==> config.mk <==
export PLATFORM = sky130hd
export DESIGN_NAME = ppbp_ctrl
export DESIGN_NICKNAME = d
export VERILOG_FILES = /design/src/ppbp_pkg.sv /design/src/ppbp_ctrl.sv
export SDC_FILE = /design/constraint.sdc
export NUM_CORES = 1
export LEC_CHECK = 0
export ABC_AREA = 1
export ABC_CLOCK_PERIOD_IN_PS = 1900
export CAP_MARGIN = 15
export CORE_AREA = 2 2 39 41
export CTS_BUF_LIST = sky130_fd_sc_hd__clkbuf_16
export CTS_CLUSTER_SIZE = 20
export DETAILED_ROUTE_END_ITERATION = 8
export DIE_AREA = 0 0 41 43
export DONT_BUFFER_PORTS = 1
export GPL_TIMING_DRIVEN = 0
export SLEW_MARGIN = 0
export SYNTH_ARGS = -nofsm -noshare
export SYNTH_HDL_FRONTEND = slang
export SYNTH_SLANG_ARGS = --single-unit
==> constraint.sdc <==
create_clock -name clk -period 1.9 [get_ports clk]
set_input_delay 0.095 -clock clk [delete_from_list [all_inputs] [get_ports clk]]
set_output_delay 0.095 -clock clk [all_outputs]
set_load 0.01 [all_outputs]
==> src/ppbp_pkg.sv <==
// ppbp_pkg: shared constants and types for pick_point_between_pair.
// No dependencies.
package ppbp_pkg;

	localparam int CoordW = 16;
	localparam int IdW = 10;
	localparam int IdxW = 10;
	localparam int ScoreW = 24;
	// squared distances: 2 * 16-bit diff squared, times 2^8 -> 41 bits, held in RadW
	localparam int RadW = 44;
	localparam int RootW = RadW / 2;
	localparam int DivW = 48;
	localparam int DivCntW = 6;
	localparam int RootCntW = 5;
	localparam logic [IdxW-1:0] IcReset = '1;
	localparam logic [ScoreW-1:0] ScoreMax = '1;

	typedef enum logic [3:0] {
		ST_IDLE,
		ST_SQ,
		ST_TEST,
		ST_RT_AB,
		ST_RT_AC,
		ST_RT_BC,
		ST_RT_MID,
		ST_DIV,
		ST_SCORE,
		ST_OUT
	} ppbp_state_t;

	typedef struct packed {
		logic load;      // latch input item
		logic sq_calc;   // compute squares and cross product
		logic rt_start;  // start a root on selected operand
		logic [1:0] rt_sel;
		logic div_start;
		logic score;     // form score, update best
		logic emit;      // load output register and clear run
	} ppbp_cmd_t;

	typedef struct packed {
		logic reject;    // A == B or outside 0.6 window
		logic rt_done;
		logic div_done;
		logic is_last;
	} ppbp_sts_t;

	localparam logic [1:0] RtAb = 2'd0;
	localparam logic [1:0] RtAc = 2'd1;
	localparam logic [1:0] RtBc = 2'd2;
	localparam logic [1:0] RtMid = 2'd3;

endpackage

==> src/ppbp_ctrl.sv <==
// ppbp_ctrl: sequencer for one candidate item.
// Depends on ppbp_pkg.
module ppbp_ctrl import ppbp_pkg::*; (
	input  logic clk,
	input  logic arst_n,
	input  logic in_valid,
	input  logic out_busy,
	input  ppbp_sts_t sts,
	output logic in_ready,
	output ppbp_cmd_t cmd
);
	ppbp_state_t state_q, state_d;

	always_ff @(posedge clk or negedge arst_n) begin
		if (!arst_n) state_q <= ST_IDLE;
		else state_q <= state_d;
	end

	always_comb begin
		state_d = state_q;
		case (state_q)
			ST_IDLE: if (in_valid) state_d = ST_SQ;
			ST_SQ: state_d = ST_TEST;
			ST_TEST: state_d = sts.reject ? (sts.is_last ? ST_OUT : ST_IDLE) : ST_RT_AB;
			ST_RT_AB: if (sts.rt_done) state_d = ST_RT_AC;
			ST_RT_AC: if (sts.rt_done) state_d = ST_RT_BC;
			ST_RT_BC: if (sts.rt_done) state_d = ST_RT_MID;
			ST_RT_MID: if (sts.rt_done) state_d = ST_DIV;
			ST_DIV: if (sts.div_done) state_d = ST_SCORE;
			ST_SCORE: state_d = sts.is_last ? ST_OUT : ST_IDLE;
			ST_OUT: if (!out_busy) state_d = ST_IDLE;
			default: state_d = ST_IDLE;
		endcase
	end

	always_comb begin
		cmd = '0;
		in_ready = 1'b0;
		case (state_q)
			ST_IDLE: begin
				in_ready = 1'b1;
				cmd.load = in_valid;
			end
			ST_SQ: cmd.sq_calc = 1'b1;
			ST_TEST: begin
				cmd.rt_start = !sts.reject;
				cmd.rt_sel = RtAb;
			end
			ST_RT_AB: begin
				cmd.rt_start = sts.rt_done;
				cmd.rt_sel = RtAc;
			end
			ST_RT_AC: begin
				cmd.rt_start = sts.rt_done;
				cmd.rt_sel = RtBc;
			end
			ST_RT_BC: begin
				cmd.rt_start = sts.rt_done;
				cmd.rt_sel = RtMid;
			end
			ST_RT_MID: cmd.div_start = sts.rt_done;
			ST_SCORE: cmd.score = 1'b1;
			ST_OUT: cmd.emit = !out_busy;
			default: cmd = '0;
		endcase
	end
endmodule

======== Word-level counts from Yosys, hierarchy flattened ========
Index checks and enable logic that the tools add are counted.
operators by class
  equal/unequal tests ..................... 16
  reductions and logical operators ........ 4
  mux-type cells .......................... 17
operators with widths
  operator              number
  $pmux W4 S10          1
  $mux W4               9
  $eq A4 B3 Y1 const B  4
  $ne A2 B2 Y1 const B  7
  $pmux W3 S4           1
  $eq A4 B2 Y1 const B  2
  $eq A4 B4 Y1 const B  2
  $reduce_and A7 Y1     1
  $mux W1               6
  $eq A4 B1 Y1 const B  1
  $logic_not A4 Y1      1
  $logic_not A1 Y1      2
storage, ports and cells
  output and inout bits ................... 9
  flip-flop bits (word level) ............. 4
  logic and storage cells ................. 38
  input port bits ......................... 8

======== Logic depth before layout (Yosys ltp) ========
  word-level depth ........................ 3
  mapped depth ............................ 9
  mapped depth without buffers ............ 8

======== Worst setup path after synthesis ========
Ideal clock, no wire load.
  path kind ............................... reg-to-output
  start ................................... register state_q[3]
  end ..................................... output cmd[5] (netlist bit)
  path slack .............................. 719 ps
  stages on the path, launching flop included .. 8
  arrival ................................. 1086 ps
  path through ............................ dfrtp_1 -> nor2_1 -> inv_2 -> nor2_4 -> nand2_1 -> o21ai_1 -> o21ai_0 -> inv_1
RTL lines
  item                    RTL line         RTL
  start, declared         ppbp_ctrl.sv:12  ppbp_state_t state_q, state_d;
  start signal, assigned  ppbp_ctrl.sv:16  else state_q <= state_d;
  end, declared           ppbp_ctrl.sv:10  output ppbp_cmd_t cmd

==> impl_metrics.ini <==
[setup_path]
path_depth = 7
cp.arrival_ns = 1.47
start_kind = register
max_stage_delay_ns = 0.46
reg2reg_depth = 7
cp.required_ns = 1.80
r2r-start = state_q[0]
cp_cell_sequence = nor2_1 -> inv_2 -> nor2_4 -> nand2_1 -> o21ai_1 -> o21ai_0 -> inv_1
slowest_stage = dfrtp_1
setup.worst_path.end = cmd[5]
worstSetupPathType = reg -> out
crit_start = state_q[2]
critPathMaxFanout = 6
r2r-end = state_q[2]
reg2reg_slack_ns = 0.58
cpLargestDelayFamily = flip-flops
path_buf_inv = 2
endpoint_kind = output pin

[clock_tree]
htree_levels = 1
cts.sinks = 4
clockBufferDepth = 2
cts_tree = yes
numCtsBuffers = 3
clk_latency_ns = 0.23
cts_resized = 0
clk_pin_slew_ns = 0.03
root_buffer = clkbuf_16

[layout]
largest_reg_flops = 4
syn2layout_area_growth_pct = 24.93
fin_util = 0.3807
layout_commonest_cell = nand2_1
stdcell_count = 94
fin_nets = 88
design_area_um2 = 526.8
regMostFlops = state_q
largestRegisters = state_q x4
layout-drive-gt1-share = 0.1667
final_cell_mix = nand2_1, inv_1, nand3_1
antenna_cells = 0

[worst_hold_path]
hold_class = in -> reg

[route]
drc = 0
drt_iter0_drc = 15
viasPerCell = 4.830
ant_nets = 0
drt_pre_antenna_iters = 4
routed_wl_um = 1027
dr_total_vias = 454
post_drt_wl_per_cell_um = 10.93

[sta]
fin_crit_sh = 0.8262
skew_ns = 0.002355
setup_violations = 0
max_freq_mhz = 637.0
layout_setup_ws_ns = 0.3302
max-slew-margin-rel = 0.6833
worst_pin_slew_ns = 0.4714
hold_viol_final = 0
drv_slew = 0
rsz0062_at_grt = false
fin_crit_ns = 1.570
fin_tns_setup_ns = 0

[floorplanning]
die-area_mm2 = 0.001763
coreArea_mm2 = 0.001384
die_y_um = 43
dieWidth_um = 41
rows = 14
io_pins = 17
initial_core_util = 0.3047

[logic_synthesis]
synth_seq_cells = 4
yosysSeqAreaShare = 0.2374
syn_avg_cell_area_um2 = 5.698
synth_nets = 82
ys_types = 15
synth_cells = 74
yosys_warnings = 0
syn_area_um2 = 421.7

[global_routing]
antenna_found_initial = 0
gr-usage-all-layers = 0.1483
overflow = 0
grt_max_degree = 9
grt_pass1_vias = 409
grt_pass1_wl_um = 1718

[job]
maxCapViolations = 0

[place]
place_congestion = 0.8211
io_buffers = 0
dpl-instance-area_um2 = 441.7
dp.cells = 90
dp_hpwl_um = 802
dpl_worst_slack_ns = 0.5602

[power_and_ir_drop]
p_leak_uw = 0.0003019
p_per_area_mw_per_mm2 = 1988
vdd_drop_max_mv = 0.7036

[run_status]
status = finished clean
## Yosys cell counts
cell type	count	area [µm²]
nor2_4	2	22.52
inv_2	4	15.01
nor3_1	4	20.02
buf_6	1	11.26
o21ai_1	1	5.000
o211ai_1	1	7.510
nor2_2	2	12.51
nand2_1	25	93.84
nand3_2	1	10.01
nor2_1	7	26.28
a21oi_1	1	5.000
nand3_1	9	45.04
o21ai_0	2	10.01
inv_1	10	37.54
dfrtp_1	4	100.1
## metal layers
| layer | share of wire | vias to the layer above | wire, µm | track usage |
|---|---|---|---|---|
| met1 | 0.45 | 191 | 462 | 0.1863 |
| met2 | 0.46 | 22 | 470 | 0.2094 |
| li1 | - | 239 | - | - |
| met5 | 0 | - | 0 | 0 |
| met3 | 0.074 | 2 | 76 | 0.04188 |
| met4 | 0.018 | 0 | 18 | 0.1000 |
## per-stage QoR
| stage | hold slack (ns) | power, µW |
|---|---|---|
| after floorplan | -0.2006 | 621.2 |
| after global placement | -0.2005 | 713.3 |
| after detailed placement | -0.2005 | 715.2 |
| after CTS | 0.1121 | 1054 |
| after global routing | 0.1420 | 1141 |
| final | 0.1081 | 1047 |
## area by class of cell
class,count,area (µm²)
multi-input cells,55,257.7
flip-flops and latches,4,100.1
fillers,157,857.1
plain buffers,1,11.26
well taps,16,20.02
inverters,14,52.55
repair buffers,1,10.01
clock buffers,3,75.07
## logic make-up (layout without fill, tap and decap cells)
family / count (synthesis) / count (layout) / synth area share
buffers and inverters: 15 / 19 / 0.1513
flip-flops: 4 / 4 / 0.2374
AND/OR/NAND/NOR: 50 / 50 / 0.5460
AO/OA/AOI/OAI: 5 / 5 / 0.06527
## power by group
group	switching, µW	internal, µW	leakage [µW]
registers	54.1	125	0.0000511
logic	363	174	0.000214
clock network	61.6	269	0.0000370
total	479	568	0.000302
## how the worst min path moves through the flow
| stage | slack (ns) | startpoint | cells past startpoint | to |
|---|---|---|---|---|
| finish | 0.11 | out_busy | 2 | state_q[3] |
| global route | 0.14 | out_busy | 2 | state_q[3] |
| CTS | 0.11 | out_busy | 2 | state_q[3] |
| detailed placement | -0.20 | arst_n | 0 | state_q[0] |
| global placement | -0.20 | arst_n | 0 | state_q[0] |
| floorplan | -0.20 | arst_n | 0 | state_q[0] |
## what timing repair did
| action | in CTS | in global routing |
|---|---|---|
| hold buffers | 1 | 0 |
| hold endpoints to repair | 4 | 0 |
| setup buffers | 0 | 0 |
(Power assumes the default switching activity.)
